==> src/design/ghts_pkg.sv <==
package ghts_pkg;

  localparam logic OP_SET   = 1'b0;
  localparam logic OP_CLEAR = 1'b1;

  localparam logic [31:0] GEN_RESET = 32'd3;

  localparam logic [2:0] HASH_LAST_STEP = 3'd5;

  localparam int QUEUE_PTR_W = 2;
  localparam int QUEUE_DEPTH = 1 << QUEUE_PTR_W;

  localparam logic [31:0] MIX_C0 = 32'h7ed55d16;
  localparam logic [31:0] MIX_C1 = 32'hc761c23c;
  localparam logic [31:0] MIX_C2 = 32'h165667b1;
  localparam logic [31:0] MIX_C3 = 32'hd3a2646c;
  localparam logic [31:0] MIX_C4 = 32'hfd7046c5;
  localparam logic [31:0] MIX_C5 = 32'hb55a4f09;

  typedef struct packed {
    logic        op;
    logic [31:0] key;
    logic [31:0] expected_value;
  } in_item_t;

  typedef struct packed {
    logic is_different;
    logic is_stale;
  } out_item_t;

  // transaction handed from front to back through the queue
  typedef struct packed {
    logic        op;
    logic [31:0] key;
    logic [31:0] value;
    logic [31:0] hash;
  } work_t;

  typedef struct packed {
    logic [31:0] key;
    logic [31:0] value;
    logic [31:0] gen;
  } slot_t;

  // one step of the six-step integer mix
  function automatic logic [31:0] mix_step(input logic [2:0] n, input logic [31:0] a);
    logic [31:0] r;
    r = a;
    unique case (n)
      3'd0:    r = a + MIX_C0 + (a << 12);
      3'd1:    r = a ^ MIX_C1 ^ (a >> 19);
      3'd2:    r = a + MIX_C2 + (a << 5);
      3'd3:    r = (a + MIX_C3) ^ (a << 9);
      3'd4:    r = a + MIX_C4 + (a << 3);
      3'd5:    r = a ^ MIX_C5 ^ (a >> 16);
      default: r = a;
    endcase
    return r;
  endfunction

endpackage

==> src/design/ghts_queue.sv <==
module ghts_queue (
  input  logic            clk,
  input  logic            rst_n,
  input  logic            push_valid,
  output logic            push_ready,
  input  ghts_pkg::work_t push_data,
  output logic            pop_valid,
  input  logic            pop_ready,
  output ghts_pkg::work_t pop_data
);

  localparam int PW = ghts_pkg::QUEUE_PTR_W;

  ghts_pkg::work_t entry_r [ghts_pkg::QUEUE_DEPTH];
  logic [PW-1:0]   wr_ptr_r, rd_ptr_r;
  logic [PW:0]     count_r;
  logic            do_push, do_pop;

  assign push_ready = (count_r != (PW+1)'(ghts_pkg::QUEUE_DEPTH));
  assign pop_valid  = (count_r != '0);
  assign pop_data   = entry_r[rd_ptr_r];
  assign do_push    = push_valid && push_ready;
  assign do_pop     = pop_valid && pop_ready;

  always_ff @(posedge clk) begin
    if (!rst_n) begin
      wr_ptr_r <= '0;
      rd_ptr_r <= '0;
      count_r  <= '0;
    end else begin
      if (do_push) begin
        wr_ptr_r <= wr_ptr_r + 1'b1;
      end
      if (do_pop) begin
        rd_ptr_r <= rd_ptr_r + 1'b1;
      end
      if (do_push && !do_pop) begin
        count_r <= count_r + 1'b1;
      end else if (do_pop && !do_push) begin
        count_r <= count_r - 1'b1;
      end
    end
  end

  always_ff @(posedge clk) begin
    if (do_push) begin
      entry_r[wr_ptr_r] <= push_data;
    end
  end

endmodule

==> config.mk <==
export PLATFORM = sky130hd
export DESIGN_NAME = ghts_queue
export DESIGN_NICKNAME = d
export VERILOG_FILES = /design/src/design/ghts_pkg.sv /design/src/design/ghts_queue.sv
export SDC_FILE = /design/constraint.sdc
export NUM_CORES = 1
export LEC_CHECK = 0
export ABC_CLOCK_PERIOD_IN_PS = 3500
export BUFFER_PORTS_ARGS = -buffer_cell sky130_fd_sc_hd__clkbuf_2
export CORE_UTILIZATION = 50
export CTS_CLUSTER_DIAMETER = 200
export DETAILED_ROUTE_END_ITERATION = 12
export HOLD_SLACK_MARGIN = 0.02
export PLACE_DENSITY = 0.74
export SKIP_LAST_GASP = 1
export SLEW_MARGIN = 10
export SYNTH_ARGS = -nofsm -noshare
export SYNTH_HDL_FRONTEND = slang
export SYNTH_SLANG_ARGS = --single-unit
export TNS_END_PERCENT = 5
==> constraint.sdc <==
create_clock -name clk -period 3.5 [get_ports clk]
set_input_delay 0 -clock clk [delete_from_list [all_inputs] [get_ports clk]]
set_output_delay 0 -clock clk [all_outputs]
set_load 0.02 [all_outputs]
==> impl_metrics.toml <==
[run_status]
outcome = "finished clean"

[power]
switchingPower_mw = 3.71
switching_share = 0.280
power_mw = 13.2
p_comb_frac = 0.249
leakagePower_nw = 6.18
ir_worst_vdd_uv = 357
cellPowerDensity_nw_per_um2 = 728
clkPwrFrac = 0.297
p_int_mw = 9.51
pwr-share-seq = 0.454

[logic_synthesis]
syn_nets = 662
ys_ff_latch = 397
syn_area_um2 = 14500
yosysWarnings = 0
seq_area_frac_synth = 0.818
synth_area_per_cell_um2 = 26.1
ys_types = 23
syn_inst = 555

[clock_network]
root_buffer = "clkbuf_16"
tritoncts = "yes"
post_cts_resized = 0
post_cts_buffers = 0
htreeDepth = 2
clock_path_buffers = 3
clock_latency_ns = 0.51
cts_hold_buffers = 100
clk_pin_slew_ns = 0.06
cts_sinks = 397
cts_made_buffers = 40

[floorplan]
ios = 200
die_area_um2 = 29600
core.rowCount = 61
fp.dieW_um = 172
die_y_um = 172
core-area_um2 = 28100
initial_core_util = 0.515

[sta]
worst_pin_slew_ns = 0.761
min_period_ns = 2.44
hold_viol = 0
worst_clock_skew_ns = 0.0155
tns_ns = 0
rsz0062_at_grt = "no"
whs_ns = 0.254
setup_viol = 0
slew-limit-headroom = 0.493
report.final.slew_viol_count = 0
finalCritPeriodShare = 0.698
fmax_ghz = 0.410

[place]
io_buffers = 199
dp_hpwl_um = 15700
dpl_cell_area_um2 = 15900
gp_congestion = 0.739

[cells_and_area]
drive_gt1_frac = 0.398
fin_area_um2 = 18200
mostFrequentLayoutCells = "edfxtp_1, clkbuf_2, dlygate4sd3_1"
n_fill_cell = 1902
layout_commonest_cell = "edfxtp_1"
diodes = 0
syn_to_final_growth_pct = 25.5
fin_nets = 988

[critical_path]
worstPathRequired_ns = 3.50
cp-end-kind = "output port"
reg2reg_slack_ns = 1.12
crit_type = "register to output port"
cp_max_fo = 26
arrival_ns = 2.44
critPathLaunchType = "register"

[drt]
vias_per_cell = 5.35
totalWireLength_um = 26900
wl_per_cell_um = 20.9
antenna_left = 0
drtIter0Drc = 513
drt_pass1_iterations = 4
num_vias = 6881
drc = 0

[run]
drv_cap = 0

[grt]
grt_pass1_vias = 7445
antenna_found_initial = 0
grt_pass1_wl_um = 40400
grt_max_degree = 63
grt_usage = 0.185
overflow = 0

[hold_path]
hold_class = "input port to register"
-- registers in the layout, summed over array words and instances, names as in the netlist, named ones only --
signal / flops
wr_ptr_r: 2
entry_r: 388
rd_ptr_r: 2
count_r: 3
-- worst max-delay path, cell delays in order, from the launching register on --
cell and delay, ns:
dfxtp_4 0.61, buf_4 0.53, mux4_2 0.60, clkbuf_2 0.19
-- routing by layer --
metal / GRT usage / routed length, um / vias to the layer above
li1: - / - / 3037
met1: 0.247 / 11100 / 3568
met2: 0.310 / 13400 / 245
met3: 0.0439 / 2080 / 31
met4: 0.0462 / 354 / 0
met5: 0 / 0 / -
-- power groups by stage --
| stage | Clock (mW) | Sequential (mW) | Combinational (mW) |
|---|---|---|---|
| after detailed placement | 0 | 6.11 | 3.25 |
| after global placement | 0 | 6.07 | 3.21 |
| after floorplan | 0 | 5.99 | 2.37 |
| after CTS | 4.01 | 6.02 | 3.36 |
| final | 3.92 | 6.00 | 3.29 |
| after global routing | 4.19 | 6.06 | 3.51 |
-- cell families (layout without fill, tap and decap cells) --
logic type                 after synthesis  in the layout  synth area share
and+or+nand+nor                         17             17           0.00632
adders and majority gates                6              6           0.00571
DFF                                    397            397             0.818
AOI/OAI and AO/OA                        5              5           0.00277
muxes                                  100            100             0.153
xor gates and xnor gates                 4              4           0.00242
buffers and inverters                   26            380            0.0113
-- stage by stage --
| step | util | setup WS [ns] | cells |
|---|---|---|---|
| finish | 0.646 | 1.06 | 1287 |
| global route | 0.646 | 0.864 | 1287 |
| CTS | 0.646 | 0.953 | 1287 |
| detailed placement | 0.567 | 1.10 | 1117 |
| global placement | 0.567 | 1.24 | 1117 |
| floorplan | - | -0.0322 | 555 |
-- area by class of cell --
type                       count  area [um^2]  share of cell area
inverter                       3         11.3            0.000620
sequential                   397        11800               0.652
timing repair buffer         307         2130               0.117
multi-input combinational    132         2470               0.136
tap                          378          473              0.0261
clock inverter                15         93.8             0.00517
clock buffer                  55         1130              0.0622
-- cells in the mapped netlist, drive strengths merged --
cell,count,area (um^2)
o21ai,1,5.00
xor2,1,8.76
edfxtp,388,11700
or3,2,12.5
fa,1,20.0
inv,3,11.3
dfxtp,9,180
nor2b,1,6.26
buf,16,126
xnor2,3,26.3
and2,8,50.1
o311ai,1,8.76
mux2i,3,30.0
mux4,97,2180
ha,5,62.6
clkbuf,7,26.3
nor2,1,3.75
nand2,5,18.8
a21boi,2,18.8
o31ai,1,7.51
-- final timing paths --
kind,start,end,depth (start not counted)
worst max-delay path,register,pop_data[38],3
worst min-delay path,push_data[16],entry_r[3][16],2
worst max register to register,count_r[0],entry_r[1][7],4
worst min register to register,wr_ptr_r[0],wr_ptr_r[0],2
No activity file was read; power rests on OpenSTA's default activity.
