$ cat src/design/ghts_pkg.sv
package ghts_pkg;

  localparam logic OP_SET   = 1'b0;
  localparam logic OP_CLEAR = 1'b1;

  localparam logic [31:0] GEN_RESET = 32'd3;

  localparam logic [2:0] HASH_LAST_STEP = 3'd5;

  localparam int QUEUE_PTR_W = 2;
  localparam int QUEUE_DEPTH = 1 << QUEUE_PTR_W;

  localparam logic [31:0] MIX_C0 = 32'h7ed55d16;
  localparam logic [31:0] MIX_C1 = 32'hc761c23c;
  localparam logic [31:0] MIX_C2 = 32'h165667b1;
  localparam logic [31:0] MIX_C3 = 32'hd3a2646c;
  localparam logic [31:0] MIX_C4 = 32'hfd7046c5;
  localparam logic [31:0] MIX_C5 = 32'hb55a4f09;

  typedef struct packed {
    logic        op;
    logic [31:0] key;
    logic [31:0] expected_value;
  } in_item_t;

  typedef struct packed {
    logic is_different;
    logic is_stale;
  } out_item_t;

  // transaction handed from front to back through the queue
  typedef struct packed {
    logic        op;
    logic [31:0] key;
    logic [31:0] value;
    logic [31:0] hash;
  } work_t;

  typedef struct packed {
    logic [31:0] key;
    logic [31:0] value;
    logic [31:0] gen;
  } slot_t;

  // one step of the six-step integer mix
  function automatic logic [31:0] mix_step(input logic [2:0] n, input logic [31:0] a);
    logic [31:0] r;
    r = a;
    unique case (n)
      3'd0:    r = a + MIX_C0 + (a << 12);
      3'd1:    r = a ^ MIX_C1 ^ (a >> 19);
      3'd2:    r = a + MIX_C2 + (a << 5);
      3'd3:    r = (a + MIX_C3) ^ (a << 9);
      3'd4:    r = a + MIX_C4 + (a << 3);
      3'd5:    r = a ^ MIX_C5 ^ (a >> 16);
      default: r = a;
    endcase
    return r;
  endfunction

endpackage

$ cat src/design/ghts_front.sv
module ghts_front (
  input  logic               clk,
  input  logic               rst_n,
  input  logic               hold,
  input  logic               in_valid,
  output logic               in_ready,
  input  ghts_pkg::in_item_t in_data,
  output logic               push_valid,
  input  logic               push_ready,
  output ghts_pkg::work_t    push_data
);

  typedef enum logic [2:0] {
    F_IDLE = 3'b001,
    F_HASH = 3'b010,
    F_PUSH = 3'b100
  } front_state_t;

  front_state_t    state_r, state_nxt;
  logic [2:0]      step_r, step_nxt;
  ghts_pkg::work_t work_r, work_nxt;

  assign in_ready   = (state_r == F_IDLE) && !hold;
  assign push_valid = (state_r == F_PUSH);
  assign push_data  = work_r;

  always_comb begin
    state_nxt = state_r;
    step_nxt  = step_r;
    work_nxt  = work_r;
    unique case (state_r)
      F_IDLE: begin
        if (in_valid && in_ready) begin
          work_nxt.op    = in_data.op;
          work_nxt.key   = in_data.key;
          work_nxt.value = in_data.expected_value;
          work_nxt.hash  = in_data.key;
          step_nxt       = 3'd0;
          // clear transactions need no hash
          state_nxt      = (in_data.op == ghts_pkg::OP_CLEAR) ? F_PUSH : F_HASH;
        end
      end
      F_HASH: begin
        work_nxt.hash = ghts_pkg::mix_step(step_r, work_r.hash);
        step_nxt      = step_r + 3'd1;
        if (step_r == ghts_pkg::HASH_LAST_STEP) begin
          state_nxt = F_PUSH;
        end
      end
      F_PUSH: begin
        if (push_ready) begin
          state_nxt = F_IDLE;
        end
      end
      default: state_nxt = F_IDLE;
    endcase
  end

  always_ff @(posedge clk) begin
    if (!rst_n) begin
      state_r <= F_IDLE;
      step_r  <= 3'd0;
    end else begin
      state_r <= state_nxt;
      step_r  <= step_nxt;
    end
  end

  always_ff @(posedge clk) begin
    work_r <= work_nxt;
  end

endmodule

$ cat config.mk
export PLATFORM = sky130hd
export DESIGN_NAME = ghts_front
export DESIGN_NICKNAME = d
export VERILOG_FILES = /design/src/design/ghts_pkg.sv /design/src/design/ghts_front.sv
export SDC_FILE = /design/constraint.sdc
export NUM_CORES = 1
export LEC_CHECK = 0
export ABC_AREA = 1
export BUFFER_PORTS_ARGS = -buffer_cell sky130_fd_sc_hd__buf_2
export CAP_MARGIN = 20
export CORE_ASPECT_RATIO = 2
export CORE_MARGIN = 4
export CORE_UTILIZATION = 50
export CTS_BUF_LIST = sky130_fd_sc_hd__clkbuf_16
export DETAILED_ROUTE_END_ITERATION = 8
export GPL_TIMING_DRIVEN = 0
export PLACE_DENSITY = 0.66
export SLEW_MARGIN = 20
export SYNTH_ARGS = -nofsm -noshare
export SYNTH_HDL_FRONTEND = slang
export SYNTH_SLANG_ARGS = --single-unit
$ cat constraint.sdc
create_clock -name clk -period 3.3 [get_ports clk]
set_clock_uncertainty 0.2 [all_clocks]
set_input_delay 0.165 -clock clk [delete_from_list [all_inputs] [get_ports clk]]
set_output_delay 0.165 -clock clk [all_outputs]
set_load 0.02 [all_outputs]
==> results.py <==
metrics = {
    "logic_synthesis": {
        "synth_warnings": 0,
        "ys_types": 54,
        "ys.flop_type": "edfxtp_1",
        "syn_area_per_cell_um2": 6.24,
        "yosys-top-cells-area": "edfxtp_1, nand2_1, ha_1, inv_1, nand3_1",
        "seq_area_frac_synth_pct": 22.0,
        "synth_top_area_share_pct": 21.1,
        "synth_top_cell_by_area": "edfxtp_1",
        "syn_nets": 2448,
        "synth_area_um2": 13800,
        "postSynth.asyncResetShare_pct": 0,
        "synth_edf_count": 97,
        "syn_inst": 2208,
        "ys_seq_elements": 103,
    },
    "timing": {
        "setup_viol": 9,
        "max_freq_mhz": 299,
        "rsz0062_at_grt": "yes",
        "layout_min_cycle_time_ns": 3.34,
        "fin_tns_setup_ns": -0.255,
        "hold_viol": 0,
        "worst_pin_slew_ns": 1.38,
        "final_max_slew_viol_count": 0,
        "fin_hold_ws_ns": 0.101,
        "worst_slack_ns": -0.0410,
        "fin_crit_sh_pct": 101,
        "timing.slew.headroom_pct": 8.10,
    },
    "job": {
        "max_cap_viol_count": 0,
    },
    "final_layout": {
        "final_util_pct": 67.8,
        "nFillCells": 2417,
        "nets": 2797,
        "final_common_cell": "nand2_1",
        "fin_area_um2": 18300,
        "drive_above_1_share_pct": 23.9,
        "area_growth_pct": 33.0,
        "multi_input_area_um2": 10200,
        "final_cell_mix": "nand2_1, inv_1, buf_2",
        "regArea_um2": 3030,
        "finalNonFillerCells": 2910,
        "diodes": 0,
    },
    "pwr": {
        "p_switching_mw": 8.86,
        "p_seq_share_pct": 12.5,
        "total_power_mw": 15.1,
        "vdd_drop_max_uv": 518,
        "p_comb_share_pct": 79.3,
        "intPower_mw": 6.22,
        "power.share.clock_pct": 8.2,
        "swShare_pct": 58.7,
        "p_per_area_nw_per_um2": 823,
        "leakage_nw": 9.15,
    },
    "outcome": {
        "violations": "setup timing",
        "outcome": "complete, but fails checks",
    },
    "critical_path": {
        "crit_path_end_kind": "flip-flop",
        "critPathLaunchType": "flip-flop",
        "rr_worst_depth": 8,
        "worstPathArrival_ns": 3.15,
        "r2r_start": "step_r[0]$_SDFFE_PN0P_",
        "r2r_end": "push_data[28]$_DFFE_PP_",
        "worst_ep_required_time_ns": 3.11,
        "crit_fanout": 10,
        "rrSetupSlack_ns": -0.04,
        "path_class": "flip-flop to flip-flop",
    },
    "worst_hold_path": {
        "worstHoldStart": "hold",
        "holdPathEnd": "step_r[1]$_SDFFE_PN0P_",
        "hold_class": "input port to flip-flop",
        "min_path_cells": 5,
    },
    "clock_tree": {
        "insertion_delay_ns": 0.41,
        "clk_pin_slew_ns": 0.09,
        "clock_sinks": 103,
        "numCtsBuffers": 9,
        "cts_tree": "yes",
        "htreeDepth": 3,
        "ctsLongestPathBuffers": 2,
        "clock-root-buffer": "clkbuf_16",
    },
    "route": {
        "detailedRoute.firstIterationViolations": 1696,
        "dr.pass1.iters": 6,
        "detail_route.wl_per_cell_um": 25.3,
        "via_per_inst": 5.99,
        "drt-total-wl_um": 73600,
        "antenna_left": 0,
        "remaining_drc_errors": 0,
        "num_vias": 17400,
    },
    "place": {
        "dp_worst_setup_slack_ns": -1.13,
        "hpwl_um": 55700,
        "placed_area_um2": 15100,
        "placed_cells": 2726,
        "io_buffer_count": 168,
        "gp_congestion": 1.15,
    },
    "die": {
        "start_util_pct": 51.0,
        "fp.dieW_um": 125,
        "num_rows": 85,
        "coreArea_um2": 27000,
        "io_pins": 169,
        "die-area_um2": 30500,
        "die_h_um": 243,
    },
    "global_route": {
        "antenna_found_initial": 0,
        "grt_max_degree": 35,
        "grt_pass1_wl_um": 103000,
        "grt_pass1_vias": 17200,
        "grt_use_total_pct": 46.3,
        "grt-ovfl-total": 0,
    },
}
-- worst max path at each step --
stage	slack, ns	cells past startpoint	start	end
2_1_floorplan	0.29	16	push_data[2]$_DFFE_PP_	push_data[16]$_DFFE_PP_
3_3_place_gp	-1.17	13	push_data[23]$_DFFE_PP_	push_data[25]$_DFFE_PP_
3_5_place_dp	-1.13	13	push_data[23]$_DFFE_PP_	push_data[25]$_DFFE_PP_
4_1_cts	-0.03	16	push_data[20]$_DFFE_PP_	push_data[27]$_DFFE_PP_
5_1_grt	-0.07	16	push_data[20]$_DFFE_PP_	push_data[21]$_DFFE_PP_
6_report	-0.04	8	step_r[0]$_SDFFE_PN0P_	push_data[28]$_DFFE_PP_
-- cells in the mapped netlist, types with 3 or more instances --
cell type / number
nand3_1: 177
a221oi_1: 4
or2_1: 3
ha_1: 169
inv_2: 16
a31oi_1: 5
o31ai_1: 3
buf_2: 20
a21oi_1: 139
nand4_1: 32
nor2_1: 229
clkbuf_1: 4
buf_6: 3
nor3_1: 23
or2_2: 6
xor2_1: 34
a21oi_2: 4
xnor2_1: 9
o22ai_1: 12
o21ai_1: 11
nand3b_1: 12
dfxtp_1: 6
nor2_2: 5
inv_1: 402
nand2_1: 623
nand2_2: 12
clkinv_1: 4
o21ai_0: 80
o21ai_2: 3
edfxtp_1: 97
nor4_1: 4
o211ai_1: 4
o21bai_1: 12
buf_4: 9
and2_1: 5
-- state kept, by name (all words and copies together) (netlist names) --
signal     count
push_data     97
state_r        3
step_r         3
-- cell type report --
type | count | area share (%)
plain buffers | 38 | 1.71
clock buffers | 9 | 1.23
clock inverters | 7 | 0.444
inverters | 424 | 9.23
multi-input cells | 1643 | 55.5
flip-flops and latches | 103 | 16.5
well taps | 348 | 2.38
repair buffers | 337 | 13.0
repair inverters | 1 | 0.0410
-- metal layers --
layer	track usage, %	vias to the layer above	share of wire (%)
li1	-	7816	-
met1	40.4	7790	28
met2	79.2	1262	48
met3	11.9	565	9.1
met4	52.8	0	15
met5	0	-	0
-- power groups by stage --
stage | Sequential (mW) | Combinational, mW | Clock, mW
2_1_floorplan | 2.18 | 5.92 | 0
3_3_place_gp | 2.11 | 8.93 | 0
4_1_cts | 1.87 | 10.2 | 1.20
3_5_place_dp | 2.11 | 9.07 | 0
5_1_grt | 1.90 | 12.7 | 1.24
6_report | 1.89 | 12.0 | 1.23
-- repair_timing --
item | CTS | global route
endpoints found under the hold margin | 98 | 0
setup endpoints to repair | 26 | 40
hold buffers | 68 | 0
setup buffers | 61 | 38
cloned | 1 | 0
pin swaps | 11 | 31
gates resized for setup | 128 | 221
-- logic make-up after synthesis --
logic type,Yosys count,synth area share [%]
compound gates,286,11.4
flops,103,22.0
xor+xnor,43,2.73
buf+inv,462,13.2
fa+ha+maj,170,15.5
simple gates,1144,35.1
-- critical path: stages, from the launching register on --
cell and delay, ns:
dfxtp_1 0.37, inv_1 0.12, ha_1 0.19, nand2_2 0.24
clkinvlp_4 0.41, nor2_1 0.07, nand3_1 0.07, nand2_1 0.17
a21oi_1 1.09
(Power assumes the default switching activity.)
